**src/sv/enmx_pkg.sv**
```systemverilog
// shared types and constants for the edid monitor name extractor
// no dependencies; imported by enmx_cell and the top level
package enmx_pkg;

   localparam int unsigned NAME_MAX = 13;
   localparam int unsigned TXT_LEN  = 8;

   localparam logic [7:0] BLOCK_LEN   = 8'd128;
   localparam logic [7:0] DESC_FIRST  = 8'd54;
   localparam logic [7:0] DESC_END    = 8'd126;
   localparam logic [7:0] POS_VEND_HI = 8'd8;
   localparam logic [7:0] POS_VEND_LO = 8'd9;
   localparam logic [7:0] POS_PROD_LO = 8'd10;
   localparam logic [7:0] POS_PROD_HI = 8'd11;

   localparam logic [4:0] DESC_HDR0 = 5'd0;
   localparam logic [4:0] DESC_HDR1 = 5'd1;
   localparam logic [4:0] DESC_TAG  = 5'd3;
   localparam logic [4:0] DESC_NAME = 5'd5;
   localparam logic [4:0] DESC_LAST = 5'd17;

   localparam logic [7:0] TAG_NAME   = 8'hFC;
   localparam logic [7:0] CHR_NUL    = 8'h00;
   localparam logic [7:0] CHR_LF     = 8'h0A;
   localparam logic [7:0] CHR_SPACE  = 8'h20;
   localparam logic [7:0] CHR_DEL    = 8'h7F;
   localparam logic [7:0] CHR_QUEST  = 8'h3F;
   localparam logic [7:0] CHR_AT     = 8'h40;

   typedef struct packed {
      logic shift;
      logic load;
   } cell_ctrl_type;

   function automatic logic [7:0] hex_digit(input logic [3:0] nib);
      logic [7:0] res;
      if (nib < 4'd10) begin
         res = 8'h30 + {4'd0, nib};
      end else begin
         res = 8'h37 + {4'd0, nib};
      end
      return res;
   endfunction

   function automatic logic [7:0] vendor_letter(input logic [4:0] code);
      return CHR_AT + {3'd0, code};
   endfunction

endpackage

```
**src/sv/enmx_cell.sv**
```systemverilog
// one character cell of the name chain: loads a character or takes its neighbor's
// depends on enmx_pkg for the control struct
module enmx_cell (
   input  logic                   clock,
   input  enmx_pkg::cell_ctrl_type ctrl,
   input  logic [7:0]             load_char,
   input  logic [7:0]             next_char,
   output logic [7:0]             cell_char
);
   import enmx_pkg::*;

   logic [7:0] char_ff;
   logic [7:0] char_in;

   always_comb begin
      char_in = char_ff;
      if (ctrl.shift) begin
         char_in = next_char;
      end else if (ctrl.load) begin
         char_in = load_char;
      end
   end

   always_ff @(posedge clock) begin
      char_ff <= char_in;
   end

   assign cell_char = char_ff;

endmodule

```
**src/sv/edid_monitor_name_extractor_unit.sv**
```systemverilog
// order: the end-marked item is parsed in its accept cycle, the finish state
// follows, then the first result item is shown; results leave one per cycle while rsp_tready is high
// throughput: one input item per cycle while idle; 1 to 13 result items per block,
// shifted out of the row of 13 character cells; input is held off during output
// reset: synchronous, active high; clears parse and control state, cells keep data
// top level; depends on enmx_pkg and enmx_cell
module edid_monitor_name_extractor_unit (
   input  logic       clock,
   input  logic       reset,
   input  logic       req_tvalid,
   output logic       req_tready,
   input  logic [7:0] req_tdata,   // [7:0] data_byte
   input  logic       req_tlast,   // end_of_data
   output logic       rsp_tvalid,
   input  logic       rsp_tready,
   output logic [7:0] rsp_tdata,   // [7:0] out_char
   output logic       rsp_tlast,   // last
   output logic       rsp_tuser    // [0] no_name
);
   import enmx_pkg::*;

   localparam logic [1:0] ST_IDLE   = 2'd0;
   localparam logic [1:0] ST_FINISH = 2'd1;
   localparam logic [1:0] ST_EMIT   = 2'd2;

   logic [1:0]  state_ff, state_in;
   logic [7:0]  idx_ff, idx_in;
   logic [4:0]  dpos_ff, dpos_in;
   logic [3:0]  cc_ff, cc_in;
   logic [3:0]  kept_ff, kept_in;
   logic        stop_ff, stop_in;
   logic        hm_ff, hm_in;
   logic        found_ff, found_in;
   logic [15:0] vend_ff, vend_in;
   logic [15:0] prod_ff, prod_in;
   logic [3:0]  remain_ff, remain_in;
   logic        noname_ff, noname_in;

   logic        in_acc, out_acc, in_blk, in_desc;
   logic [7:0]  byte_v, conv_char;
   logic [7:0]  txt [TXT_LEN];
   logic [NAME_MAX-1:0] cap_wr, fin_ld;
   logic [7:0]  ld_char [NAME_MAX];
   logic [7:0]  cell_out [NAME_MAX];
   cell_ctrl_type ctrl [NAME_MAX];

   assign in_acc  = req_tvalid && req_tready;
   assign out_acc = rsp_tvalid && rsp_tready;
   assign byte_v  = req_tdata;
   assign in_blk  = (idx_ff < BLOCK_LEN);
   assign in_desc = in_blk && (idx_ff >= DESC_FIRST) && (idx_ff < DESC_END);
   assign conv_char = ((byte_v >= CHR_SPACE) && (byte_v < CHR_DEL)) ? byte_v : CHR_QUEST;

   assign txt[0] = vendor_letter(vend_ff[14:10]);
   assign txt[1] = vendor_letter(vend_ff[9:5]);
   assign txt[2] = vendor_letter(vend_ff[4:0]);
   assign txt[3] = CHR_SPACE;
   assign txt[4] = hex_digit(prod_ff[15:12]);
   assign txt[5] = hex_digit(prod_ff[11:8]);
   assign txt[6] = hex_digit(prod_ff[7:4]);
   assign txt[7] = hex_digit(prod_ff[3:0]);

   always_comb begin
      state_in  = state_ff;
      idx_in    = idx_ff;
      dpos_in   = dpos_ff;
      cc_in     = cc_ff;
      kept_in   = kept_ff;
      stop_in   = stop_ff;
      hm_in     = hm_ff;
      found_in  = found_ff;
      vend_in   = vend_ff;
      prod_in   = prod_ff;
      remain_in = remain_ff;
      noname_in = noname_ff;
      cap_wr    = '0;
      fin_ld    = '0;
      for (int i = 0; i < NAME_MAX; i++) begin
         ld_char[i] = conv_char;
      end

      case (state_ff)
         ST_IDLE: begin
            if (in_acc) begin
               if (req_tlast) begin
                  state_in = ST_FINISH;
               end
               if (in_blk) begin
                  idx_in = idx_ff + 8'd1;
                  if (idx_ff == POS_VEND_HI) vend_in[15:8] = byte_v;
                  if (idx_ff == POS_VEND_LO) vend_in[7:0] = byte_v;
                  if (idx_ff == POS_PROD_LO) prod_in[7:0] = byte_v;
                  if (idx_ff == POS_PROD_HI) prod_in[15:8] = byte_v;
                  if (in_desc) begin
                     dpos_in = (dpos_ff == DESC_LAST) ? 5'd0 : dpos_ff + 5'd1;
                  end
                  if (in_desc && !found_ff) begin
                     case (dpos_ff)
                        DESC_HDR0: begin
                           hm_in   = (byte_v == CHR_NUL);
                           cc_in   = '0;
                           kept_in = '0;
                           stop_in = 1'b0;
                        end
                        DESC_HDR1: hm_in = hm_ff && (byte_v == CHR_NUL);
                        DESC_TAG:  hm_in = hm_ff && (byte_v == TAG_NAME);
                        default: begin
                           if (dpos_ff >= DESC_NAME && hm_ff && !stop_ff) begin
                              if (byte_v == CHR_LF || byte_v == CHR_NUL) begin
                                 stop_in = 1'b1;
                              end else if (cc_ff < 4'(NAME_MAX)) begin
                                 for (int i = 0; i < NAME_MAX; i++) begin
                                    cap_wr[i] = (cc_ff == 4'(i));
                                 end
                                 cc_in = cc_ff + 4'd1;
                                 if (conv_char != CHR_SPACE) kept_in = cc_ff + 4'd1;
                              end
                           end
                        end
                     endcase
                     if (dpos_ff == DESC_LAST && hm_in && kept_in != 4'd0) begin
                        found_in = 1'b1;
                     end
                  end
               end
            end
         end
         ST_FINISH: begin
            state_in = ST_EMIT;
            if (in_blk) begin
               fin_ld[0]  = 1'b1;
               ld_char[0] = CHR_NUL;
               remain_in  = 4'd1;
               noname_in  = 1'b1;
            end else if (found_ff) begin
               remain_in  = kept_ff;
               noname_in  = 1'b0;
            end else begin
               for (int i = 0; i < TXT_LEN; i++) begin
                  fin_ld[i]  = 1'b1;
                  ld_char[i] = txt[i];
               end
               remain_in  = 4'(TXT_LEN);
               noname_in  = 1'b0;
            end
            idx_in   = '0;
            dpos_in  = '0;
            cc_in    = '0;
            kept_in  = '0;
            stop_in  = 1'b0;
            hm_in    = 1'b0;
            found_in = 1'b0;
            vend_in  = '0;
            prod_in  = '0;
         end
         ST_EMIT: begin
            if (out_acc) begin
               remain_in = remain_ff - 4'd1;
               if (remain_ff == 4'd1) state_in = ST_IDLE;
            end
         end
         default: state_in = ST_IDLE;
      endcase
   end

   always_ff @(posedge clock) begin
      if (reset) begin
         state_ff  <= ST_IDLE;
         idx_ff    <= '0;
         dpos_ff   <= '0;
         cc_ff     <= '0;
         kept_ff   <= '0;
         stop_ff   <= 1'b0;
         hm_ff     <= 1'b0;
         found_ff  <= 1'b0;
         vend_ff   <= '0;
         prod_ff   <= '0;
         remain_ff <= '0;
         noname_ff <= 1'b0;
      end else begin
         state_ff  <= state_in;
         idx_ff    <= idx_in;
         dpos_ff   <= dpos_in;
         cc_ff     <= cc_in;
         kept_ff   <= kept_in;
         stop_ff   <= stop_in;
         hm_ff     <= hm_in;
         found_ff  <= found_in;
         vend_ff   <= vend_in;
         prod_ff   <= prod_in;
         remain_ff <= remain_in;
         noname_ff <= noname_in;
      end
   end

   // row of character cells, shifting toward cell 0 on output
   for (genvar g = 0; g < NAME_MAX; g++) begin : g_cell
      assign ctrl[g].shift = (state_ff == ST_EMIT) && out_acc;
      assign ctrl[g].load  = cap_wr[g] || fin_ld[g];
      if (g == NAME_MAX - 1) begin : g_end
         enmx_cell u_cell (
            .clock     (clock),
            .ctrl      (ctrl[g]),
            .load_char (ld_char[g]),
            .next_char (CHR_NUL),
            .cell_char (cell_out[g])
         );
      end else begin : g_mid
         enmx_cell u_cell (
            .clock     (clock),
            .ctrl      (ctrl[g]),
            .load_char (ld_char[g]),
            .next_char (cell_out[g+1]),
            .cell_char (cell_out[g])
         );
      end
   end

   assign req_tready = (state_ff == ST_IDLE);
   assign rsp_tvalid = (state_ff == ST_EMIT);
   assign rsp_tdata  = cell_out[0];
   assign rsp_tlast  = (remain_ff == 4'd1);
   assign rsp_tuser  = noname_ff;

`ifndef NO_ASSERTIONS
   a_emit_count: assert property (@(posedge clock) disable iff (reset)
      rsp_tvalid |-> (remain_ff != 4'd0) && (remain_ff <= 4'(NAME_MAX)))
      else $error("output with no characters left");
   a_end_finish: assert property (@(posedge clock) disable iff (reset)
      (in_acc && req_tlast) |=> (state_ff == ST_FINISH))
      else $error("end item did not start finish");
   a_noname_single: assert property (@(posedge clock) disable iff (reset)
      (rsp_tvalid && rsp_tuser) |-> rsp_tlast)
      else $error("empty marker is not a single item");
   a_finish_clears: assert property (@(posedge clock) disable iff (reset)
      (state_ff == ST_FINISH) |=> (idx_ff == 8'd0) && !found_ff)
      else $error("parse state not cleared after finish");
`endif

endmodule
```
**config.mk**
```make
export PLATFORM = sky130hd
export DESIGN_NAME = edid_monitor_name_extractor_unit
export DESIGN_NICKNAME = d
export VERILOG_FILES = /design/src/sv/enmx_pkg.sv /design/src/sv/enmx_cell.sv /design/src/sv/edid_monitor_name_extractor_unit.sv
export SDC_FILE = /design/constraint.sdc
export NUM_CORES = 1
export LEC_CHECK = 0
export BUFFER_PORTS_ARGS = -buffer_cell sky130_fd_sc_hd__buf_2
export CELL_PAD_IN_SITES_DETAIL_PLACEMENT = 0
export CELL_PAD_IN_SITES_GLOBAL_PLACEMENT = 1
export CORE_UTILIZATION = 49
export CTS_CLUSTER_DIAMETER = 40
export DETAILED_ROUTE_END_ITERATION = 10
export PLACE_DENSITY = 0.8
export SLEW_MARGIN = 20
export SYNTH_ARGS = -nofsm -noshare
export SYNTH_HDL_FRONTEND = slang
export SYNTH_SLANG_ARGS = --single-unit
```
**constraint.sdc**
```tcl
create_clock -name clock -period 2.9 [get_ports clock]
set_input_delay 0.725 -clock clock [delete_from_list [all_inputs] [get_ports clock]]
set_output_delay 0.725 -clock clock [all_outputs]
set_load 0.05 [all_outputs]
```
==> metrics.cfg, run 1 <==
[power]
p_sw_share_pct=22.8
ir_worst_vdd_mv=0.452
power_density_nw_per_um2=602
seq_power_share_pct=47.0
clkPwrFrac_pct=44.7
p_comb_share_pct=8.2
internal-power_w=0.00423
switching_power_w=0.00125
power_leakage_nw=3.36

[worst_setup_path]
end_kind=primary output
critPathMaxFanout=8
cp_data_arrival_time_ns=1.93
worst_path_max_delay_cell=nor2b_1
required_ns=2.17
critPathLaunchType=register
crit_buf_inv=2
path_cells=buf_4 -> nor2b_1 -> buf_2
critPathMaxStageDelay_ns=0.56
crit_family=buffers and inverters
path_class=register to primary output

[floorplanning]
row_count=46
design.core.area_sq_um=15900
dieWidth_um=129
die_h_um=129
initial_core_util_pct=50.1
io_pins=25
die_area_sq_um=16800

[clock_tree]
cts_tree=done
htreeDepth=4
numCtsBuffers=17
clock_path_buffers=2
cts_root_buffer=clkbuf_16
postCtsHoldBufs=0
cts.sinks=166
clk_pin_slew_worst_paths_ns=0.06
cts_setup_buffers=0
clk_latency_ns=0.43

[synthesis]
seq_area_frac_synth_pct=53.8
synth_most_common_cell=nor2_1
synthArstFlopShare_pct=0
synth_ff_type=edfxtp_1
synth_fp_nets=828
synth_area_leaders=edfxtp_1 36%, dfxtp_1 18%, nor2_1 5.3%
netlist.area_leader.share_pct=36.2
synth.yosys.warnings=0
synth_cell_types=67
syn_area_sq_um=7960
ys_ff_latch=166
synth.avg_cell_area_sq_um=9.99
syn_inst=797
synth_edf_count=96
yosysTopAreaCell=edfxtp_1
ys_top_cells_by_count=113 x nor2_1, 96 x edfxtp_1, 83 x nand2_1, 70 x dfxtp_1, 57 x o21ai_0

[drt]
top_layer_used=met4
route.detailed.drc=0
antenna_left=0
dr.pass1.iters=5
route.met3.wl_um=1170
wl_met2_um=9350
vias=6132
vias_per_cell=5.76
drtIter0Drc=609
m1WireLength_um=9500
routedWlPerCell_um=19.1
finalWirelength_um=20300

[layout]
final_net_count=867
drive_above_1_share_pct=13.8
fin_area_sq_um=9110
antenna_cells=0
area.growth.synth_to_final_pct=14.5
nFillCells=1397

[hold_path]
hold_path.class=register to register

[timing]
finClkSkew_ns=0.0142
finalSetupViolCount=0
maxSlewHeadroom_pct=49.0
fmax_mhz=377
rsz0062_at_grt=false
final_hold_viol_count=0
finalMaxSlewViolations=0
setup_tns_ns=0
post-route-period-util_pct=91.4
tightest_slew_ns=0.759
min_period_ns=2.65

[flow_run]
max_cap_viol_count=0

[grt]
grtUsageTotal_pct=25.5
first_global_vias=5698
grt_max_degree=59
gr-total-overflow=0
antenna_found_initial=0
grt_pass1_wl_um=31700

[placed_design]
place_area_sq_um=8470
gp_congestion=0.885
io_buffers=24
dpl.hpwl_um=14900

[status]
outcome=complete, no violations

[registers in the layout, indices dropped and copies added, names as in the netlist]
register / cells
g_cell.g_end.u_cell.cell_char: 8
cc_ff: 4
state_ff: 2
dpos_ff: 5
remain_ff: 4
prod_ff: 16
stop_ff: 1
rsp_tuser: 1
kept_ff: 4
idx_ff: 8
found_ff: 1
vend_ff: 15
hm_ff: 1
g_cell.g_mid.u_cell.cell_char: 96
[area by class of cell]
type | count | area [sq um] | share of cell area [%]
Clock inverter | 13 | 204 | 2.24
Clock buffer | 19 | 433 | 4.75
Multi-Input combinational cell | 556 | 3350 | 36.8
Sequential cell | 166 | 4280 | 47.0
Inverter | 25 | 93.8 | 1.03
Tap cell | 216 | 270 | 2.96
Timing Repair Buffer | 70 | 478 | 5.24
[cell usage in the layout, fill, tap and decap left out, drive strengths merged, types with 18 or more instances in the layout]
master  synthesis  final
o21ai          57     57
nor2          113    113
a21oi          40     40
inv            25     26
clkbuf         35     19
nand2          83     83
dfxtp          70     70
mux2i          26     26
o21a           25     25
edfxtp         96     96
ha             18     18
nand3          18     18
buf            15     70
[metrics by stage]
| stage | utilization [%] | hold WS [ns] | std cells | total power, W | setup WS [ns] |
|---|---|---|---|---|---|
| floorplan | - | 0.405 | 797 | 0.00292 | 0.0565 |
| global placement | 53.3 | 0.417 | 1033 | 0.00306 | 0.124 |
| detailed placement | 53.3 | 0.418 | 1033 | 0.00307 | 0.0823 |
| CTS | 57.4 | 0.428 | 1065 | 0.00550 | 0.0976 |
| global route | 57.4 | 0.454 | 1065 | 0.00563 | 0.112 |
| finish | 57.4 | 0.424 | 1065 | 0.00548 | 0.248 |
[path summary, 6_finish.rpt]
path                                             start  slack (ns)                                   end  cells after the start
setup reg to reg                            dpos_ff[1]        0.32   g_cell[4].g_mid.u_cell.cell_char[0]                      9
hold reg to reg   g_cell[12].g_end.u_cell.cell_char[7]        0.42  g_cell[12].g_end.u_cell.cell_char[7]                      2
setup / recovery                           state_ff[1]        0.25                            rsp_tvalid                      3
hold / removal    g_cell[12].g_end.u_cell.cell_char[7]        0.42  g_cell[12].g_end.u_cell.cell_char[7]                      2
[what timing repair did]
item                                    CTS  global route
resized for setup                         0             1
endpoints found under the hold margin     0             0
endpoints found under the setup margin    0             8
[power by group through the flow]
stage / Combinational [W] / Sequential [W] / Clock [W]
after CTS: 0.000447 / 0.00258 / 0.00247
after global placement: 0.000436 / 0.00263 / 0
after detailed placement: 0.000445 / 0.00263 / 0
after floorplan: 0.000300 / 0.00262 / 0
final: 0.000451 / 0.00258 / 0.00245
after global routing: 0.000491 / 0.00258 / 0.00255
[worst reg2reg max path: stages (launching register included)]
cell	delay, ns
dfxtp_1	0.34
inv_1	0.10
ha_1	0.27
nor2_1	0.06
a2111o_1	0.41
nand2b_1	0.19
nor2_1	0.30
nand2_1	0.17
o21ai_0	0.22
buf_4	0.22
[routing by layer]
metal	track usage [%]	vias to the layer above
met4	7.59	0
met3	5.16	20
met2	39.4	201
met5	0	-
met1	36.3	2960
li1	-	2951
[cell families after synthesis]
| kind of cell | count (synthesis) | share of synthesized area, % |
|---|---|---|
| xor gates and xnor gates | 17 | 1.87 |
| muxes | 26 | 3.27 |
| and+or+nand+nor | 298 | 17.7 |
| adders and majority gates | 18 | 2.83 |
| DFF | 166 | 53.8 |
| AOI/OAI and AO/OA | 197 | 16.3 |
| buffers and inverters | 75 | 4.21 |
(Power assumes the default switching activity.)
==> run 2: changes to the inputs <==
--- a/config.mk
+++ b/config.mk
@@ -11,6 +11,7 @@
 export CORE_UTILIZATION = 49
 export CTS_CLUSTER_DIAMETER = 40
 export DETAILED_ROUTE_END_ITERATION = 10
+export MAX_ROUTING_LAYER = met4
 export PLACE_DENSITY = 0.8
 export SLEW_MARGIN = 20
 export SYNTH_ARGS = -nofsm -noshare
==> run 2 against run 1 <==
- global-route usage increased by 0.80 points
- critical path depth unchanged
- routed wire length is 0.33% lower
- largest power group unchanged
- highest routed layer unchanged
==> metrics.cfg, run 2 (same netlist as run 1, synthesis figures left out) <==
[status]
outcome=complete, no violations

[layout]
final_common_cell=nor2_1
nFillCells=1397  ; unchanged
fin_area_sq_um=9110  ; unchanged
largest_reg_flops=96  ; unchanged
final_cells=1065  ; unchanged
antenna_cells=0  ; unchanged
final_cell_mix=113 x nor2_1, 96 x edfxtp_1, 82 x nand2_1
area.growth.synth_to_final_pct=14.5  ; unchanged
final_net_count=867  ; unchanged
drive_above_1_share_pct=13.8  ; unchanged

[timing]
post-route-period-util_pct=89.7  ; -1.8 points
finalMaxSlewViolations=0  ; unchanged
tightest_slew_ns=0.770  ; +0.0106 ns
finalSetupViolCount=0  ; unchanged
finClkSkew_ns=0.0116  ; -0.00264 ns
fmax_mhz=385  ; +2.0%
min_period_ns=2.60  ; -0.0521 ns
rsz0062_at_grt=false
setup_tns_ns=0  ; unchanged
fin_ws_ns=0.300  ; +0.0521 ns
maxSlewHeadroom_pct=48.3  ; -0.72 points
final_hold_viol_count=0  ; unchanged

[flow_run]
max_cap_viol_count=0  ; unchanged

[placed_design]
gp_congestion=0.900  ; +1.7%
placed_cells=1033  ; unchanged
place_area_sq_um=8470  ; unchanged
dpl.hpwl_um=14900  ; unchanged
place_ws_ns=0.0823  ; unchanged
io_buffers=24  ; unchanged

[drt]
dr.pass1.iters=5  ; unchanged
finalWirelength_um=20200  ; -0.33%
antenna_left=0  ; unchanged
drtIter0Drc=618  ; +1.5%
routedWlPerCell_um=19.0  ; -0.33%
vias_per_cell=5.74  ; -0.31%
vias=6113  ; -0.31%
route.detailed.drc=0  ; unchanged

[floorplanning]
io_pins=25  ; unchanged
die_area_sq_um=16800  ; unchanged
die_h_um=129  ; unchanged
design.core.area_sq_um=15900  ; unchanged
row_count=46  ; unchanged
dieWidth_um=129  ; unchanged
initial_core_util_pct=50.1  ; unchanged

[grt]
antenna_found_initial=0  ; unchanged
gr-total-overflow=0  ; unchanged
grtUsageTotal_pct=26.3  ; +0.80 points
met3_usage_pct=5.37  ; +0.21 points
grt.met2_usage_pct=39.3  ; -0.095 points
top_usage_layer=met2
grt_pass1_wl_um=31700  ; about the same
grtUsageMet1_pct=36.3  ; unchanged
grt_max_degree=59  ; unchanged
first_global_vias=5698  ; unchanged

[clock_tree]
cts.sinks=166  ; unchanged
cts_tree=done
clock_path_buffers=2  ; unchanged
numCtsBuffers=17  ; unchanged
htreeDepth=4  ; unchanged
cts_setup_buffers=0  ; unchanged
clk_latency_ns=0.42  ; about the same
cts_root_buffer=clkbuf_16
clk_pin_slew_worst_paths_ns=0.06  ; about the same

[power]
power_leakage_nw=3.36  ; unchanged
design_power_total_w=0.00547  ; -0.17%
ir_worst_vdd_mv=0.451  ; -0.23%
power_density_nw_per_um2=601  ; -0.17%

[worst_setup_path]
required_ns=2.17  ; about the same
critPathLaunchType=register
rr_worst_depth=7  ; -2
end_kind=primary output
cp_data_arrival_time_ns=1.87  ; -0.06 ns
critPathMaxFanout=8  ; unchanged
path_class=register to primary output

[hold_path]
hold_path.class=register to register
holdPathStages=2  ; unchanged

-- run 2: per-layer routing --
layer  vias up  share of wire (%)
met4         0                1.2
met5         -                  0
li1       2947                  -
met2       206                 46
met3        17                5.7
met1      2943                 47
-- run 2: stage by stage --
step                hold slack, ns  utilization, %
floorplan                    0.405               -
global placement             0.417            53.3
detailed placement           0.418            53.3
CTS                          0.428            57.4
global route                 0.454            57.4
finish                       0.424            57.4
-- run 2: timing repair --
item / in CTS / in global routing
gates resized for setup: 0 / 1
hold buffers: 0 / 0
setup endpoints to repair: 0 / 8
-- run 2: layout make-up --
class	instances	area [sq um]	share of cell area, %
clock inverter	13	204	2.24
clock buffer	19	433	4.75
tap	216	270	2.96
sequential	166	4280	47.0
multi-input combinational	556	3350	36.8
inverter	25	93.8	1.03
timing repair buffer	70	478	5.24
-- run 2: worst max-delay path: stages (launching register included) --
cell and delay, ns:
dfxtp_1 0.34, buf_4 0.17, nor2b_1 0.55, buf_2 0.38
-- run 2: worst paths after layout --
kind,startpoint,end,slack [ns]
setup / recovery,state_ff[1],rsp_tvalid,0.30
hold / removal,g_cell[12].g_end.u_cell.cell_char[7],g_cell[12].g_end.u_cell.cell_char[7],0.42
hold reg to reg,g_cell[12].g_end.u_cell.cell_char[7],g_cell[12].g_end.u_cell.cell_char[7],0.42
setup reg to reg,idx_ff[3],g_cell[12].g_end.u_cell.cell_char[1],0.33
-- run 2: power breakdown --
group / total (W) / internal (W) / switching, W
Clock: 0.00244 / 0.00153 / 0.000920
Combinational: 0.000451 / 0.000160 / 0.000290
Sequential: 0.00258 / 0.00255 / 0.0000304
Total: 0.00547 / 0.00423 / 0.00124
==> run 3: changes to the inputs <==
--- a/config.mk
+++ b/config.mk
@@ -8,6 +8,7 @@
 export BUFFER_PORTS_ARGS = -buffer_cell sky130_fd_sc_hd__buf_2
 export CELL_PAD_IN_SITES_DETAIL_PLACEMENT = 0
 export CELL_PAD_IN_SITES_GLOBAL_PLACEMENT = 1
+export CORE_ASPECT_RATIO = 1.5
 export CORE_UTILIZATION = 49
 export CTS_CLUSTER_DIAMETER = 40
 export DETAILED_ROUTE_END_ITERATION = 10
==> run 3 against run 2 <==
- final cell count decreased by 0.56%
- clock power decreased by 8%
- hold slack improved by 0.014 ns
- routed wire length increased by 5.3%
- first-iteration DRC count decreased by 6.1%
- count of clock-buffer cells in the layout increased by 3
- largest cell class unchanged
- largest power group unchanged
- highest routed layer unchanged
==> metrics.cfg, run 3 (same netlist as run 1, synthesis figures left out) <==
[grt]
gr-total-overflow=0  ; unchanged
grt_pass1_wl_um=33300  ; +4.9%
grt_max_degree=40  ; -32%
antenna_found_initial=0  ; unchanged
grtUsageTotal_pct=27.4  ; +1.0 points
first_global_vias=6045  ; +6.1%

[clock_tree]
clk_latency_ns=0.42  ; about the same
cts_tree=done
htreeDepth=4  ; unchanged
cts_root_buffer=clkbuf_16
numCtsBuffers=17  ; unchanged
cts.sinks=166  ; unchanged
clk_pin_slew_worst_paths_ns=0.06  ; about the same
clock_path_buffers=2  ; unchanged

[timing]
finalMaxSlewViolations=0  ; unchanged
setup_tns_ns=0  ; unchanged
finClkSkew_ns=0.0135  ; +0.00193 ns
finalSetupViolCount=0  ; unchanged
post-route-period-util_pct=89.8  ; +0.11 points
min_period_ns=2.60  ; +0.00329 ns
final_hold_viol_count=0  ; unchanged
fmax_mhz=384  ; -0.13%
rsz0062_at_grt=false
tightest_slew_ns=0.784  ; +0.0140 ns
maxSlewHeadroom_pct=47.3  ; -0.93 points

[power]
power_density_nw_per_um2=579  ; -3.6%
switching_power_w=0.00129  ; +4.1%
power_leakage_nw=3.41  ; +1.3%
seq_power_share_pct=48.7  ; +1.6 points
p_comb_share_pct=8.8  ; +0.6 points
ir_worst_vdd_mv=0.315  ; -30%
p_sw_share_pct=24.4  ; +1.7 points
internal-power_w=0.00400  ; -5.5%
clkPwrFrac_pct=42.5  ; -2.2 points

[worst_setup_path]
critPathLaunchType=register
r2r_slack_ns=0.30  ; -0.03 ns
cp_data_arrival_time_ns=2.93  ; +1.06 ns
critPathMaxStageDelay_ns=0.71  ; +0.16 ns
rr_worst_depth=7  ; unchanged
critPathMaxFanout=15  ; +7
critPathLaunch=idx_ff[2]
r2r-end=g_cell[12].g_end.u_cell.cell_char[1]
required_ns=3.23  ; +1.06 ns
path_class=register to register
end_kind=register
worstReg2RegStart=idx_ff[2]
path_cells=a21o_1 -> a31oi_1 -> or4_1 -> buf_4 -> nor4_4 -> nor2_1 -> a211oi_1
worst_path_max_delay_cell=nor4_4

[layout]
final_net_count=874  ; +0.81%
fin_area_sq_um=9140  ; +0.27%
final_common_cell=nor2_1
nFillCells=1377  ; -1.4%
final_cell_mix=113 x nor2_1, 96 x edfxtp_1, 82 x nand2_1
drive_above_1_share_pct=14.8  ; +1.1 points
largest_reg_flops=96  ; unchanged
antenna_cells=0  ; unchanged
area.growth.synth_to_final_pct=14.8

[placed_design]
dpl.hpwl_um=15900  ; +6.4%
place_area_sq_um=8540  ; +0.72%
io_buffers=24  ; unchanged
gp_congestion=0.896  ; -0.48%

[drt]
dr.pass1.iters=5  ; unchanged
finalWirelength_um=21300  ; +5.3%
antenna_left=0  ; unchanged
vias_per_cell=5.89  ; +2.7%
vias=6242  ; +2.1%
drtIter0Drc=580  ; -6.1%
routedWlPerCell_um=20.1  ; +5.8%
route.detailed.drc=0  ; unchanged

[floorplanning]
row_count=56  ; +22%
dieWidth_um=106  ; -18%
io_pins=25  ; unchanged
initial_core_util_pct=50.5  ; +0.38 points
die_area_sq_um=16800  ; about the same
die_h_um=158  ; +22%
design.core.area_sq_um=15800  ; -0.76%

[hold_path]
min_to=g_cell[12].g_end.u_cell.cell_char[7]
holdPathStages=2  ; unchanged
hp-start=g_cell[12].g_end.u_cell.cell_char[7]
hold_path.class=register to register

[status]
outcome=complete, no violations

[flow_run]
max_cap_viol_count=0  ; unchanged

## run 3: layout make-up
cell class | count | area [sq um] | share of cell area (%)
clock buffers | 22 | 517 | 5.65
inverters | 25 | 93.8 | 1.03
flip-flops and latches | 166 | 4280 | 46.9
well taps | 203 | 254 | 2.78
repair buffers | 77 | 556 | 6.08
clock inverters | 10 | 83.8 | 0.917
multi-input cells | 556 | 3350 | 36.7
## run 3: worst max-delay path: cells and delay by family, from the launching register on
kind | cells | cell delay [ns]
buffers and inverters | 1 | 0.21
DFF | 1 | 0.43
AOI/OAI and AO/OA | 3 | 0.53
and+or+nand+nor | 3 | 1.34
## run 3: power groups by stage
stage | Combinational, W | Sequential [W] | Clock (W)
2_1_floorplan | 0.000300 | 0.00262 | 0
3_3_place_gp | 0.000450 | 0.00263 | 0
3_5_place_dp | 0.000460 | 0.00263 | 0
4_1_cts | 0.000461 | 0.00258 | 0.00228
5_1_grt | 0.000502 | 0.00258 | 0.00237
6_report | 0.000463 | 0.00258 | 0.00225
## run 3: repair_timing
item                       CTS  global route
setup endpoints to repair    0             8
gates resized for setup      0             1
setup buffers                0             0
hold buffers                 0             0
## run 3: worst max-delay path by stage
| stage | to | slack, ns | cells past startpoint |
|---|---|---|---|
| 6_report | g_cell[12].g_end.u_cell.cell_char[1] | 0.30 | 7 |
| 5_1_grt | g_cell[12].g_end.u_cell.cell_char[1] | 0.05 | 7 |
| 4_1_cts | g_cell[0].g_mid.u_cell.cell_char[0] | 0.15 | 6 |
| 3_5_place_dp | g_cell[0].g_mid.u_cell.cell_char[6] | 0.06 | 7 |
| 2_1_floorplan | g_cell[1].g_mid.u_cell.cell_char[0] | 0.06 | 6 |
| 3_3_place_gp | g_cell[0].g_mid.u_cell.cell_char[3] | 0.10 | 7 |
## run 3: routing by layer
layer | global-route usage (%) | wire length, um | vias up
li1 | - | - | 2962
met1 | 31.9 | 8450 | 2977
met2 | 47.3 | 11100 | 257
met3 | 4.16 | 1150 | 46
met4 | 11.1 | 624 | 0
met5 | - | 0 | -
## run 3: through the flow
step           power, W  util [%]  hold slack, ns  std cells  setup WS [ns]
6_report        0.00529      58.0           0.438       1059          0.297
5_1_grt         0.00546      58.0           0.485       1059         0.0545
4_1_cts         0.00532      58.0           0.447       1059          0.148
3_5_place_dp    0.00309      54.1           0.435       1027         0.0562
3_3_place_gp    0.00308      54.1           0.425       1027          0.102
2_1_floorplan   0.00292         -           0.405        797         0.0565
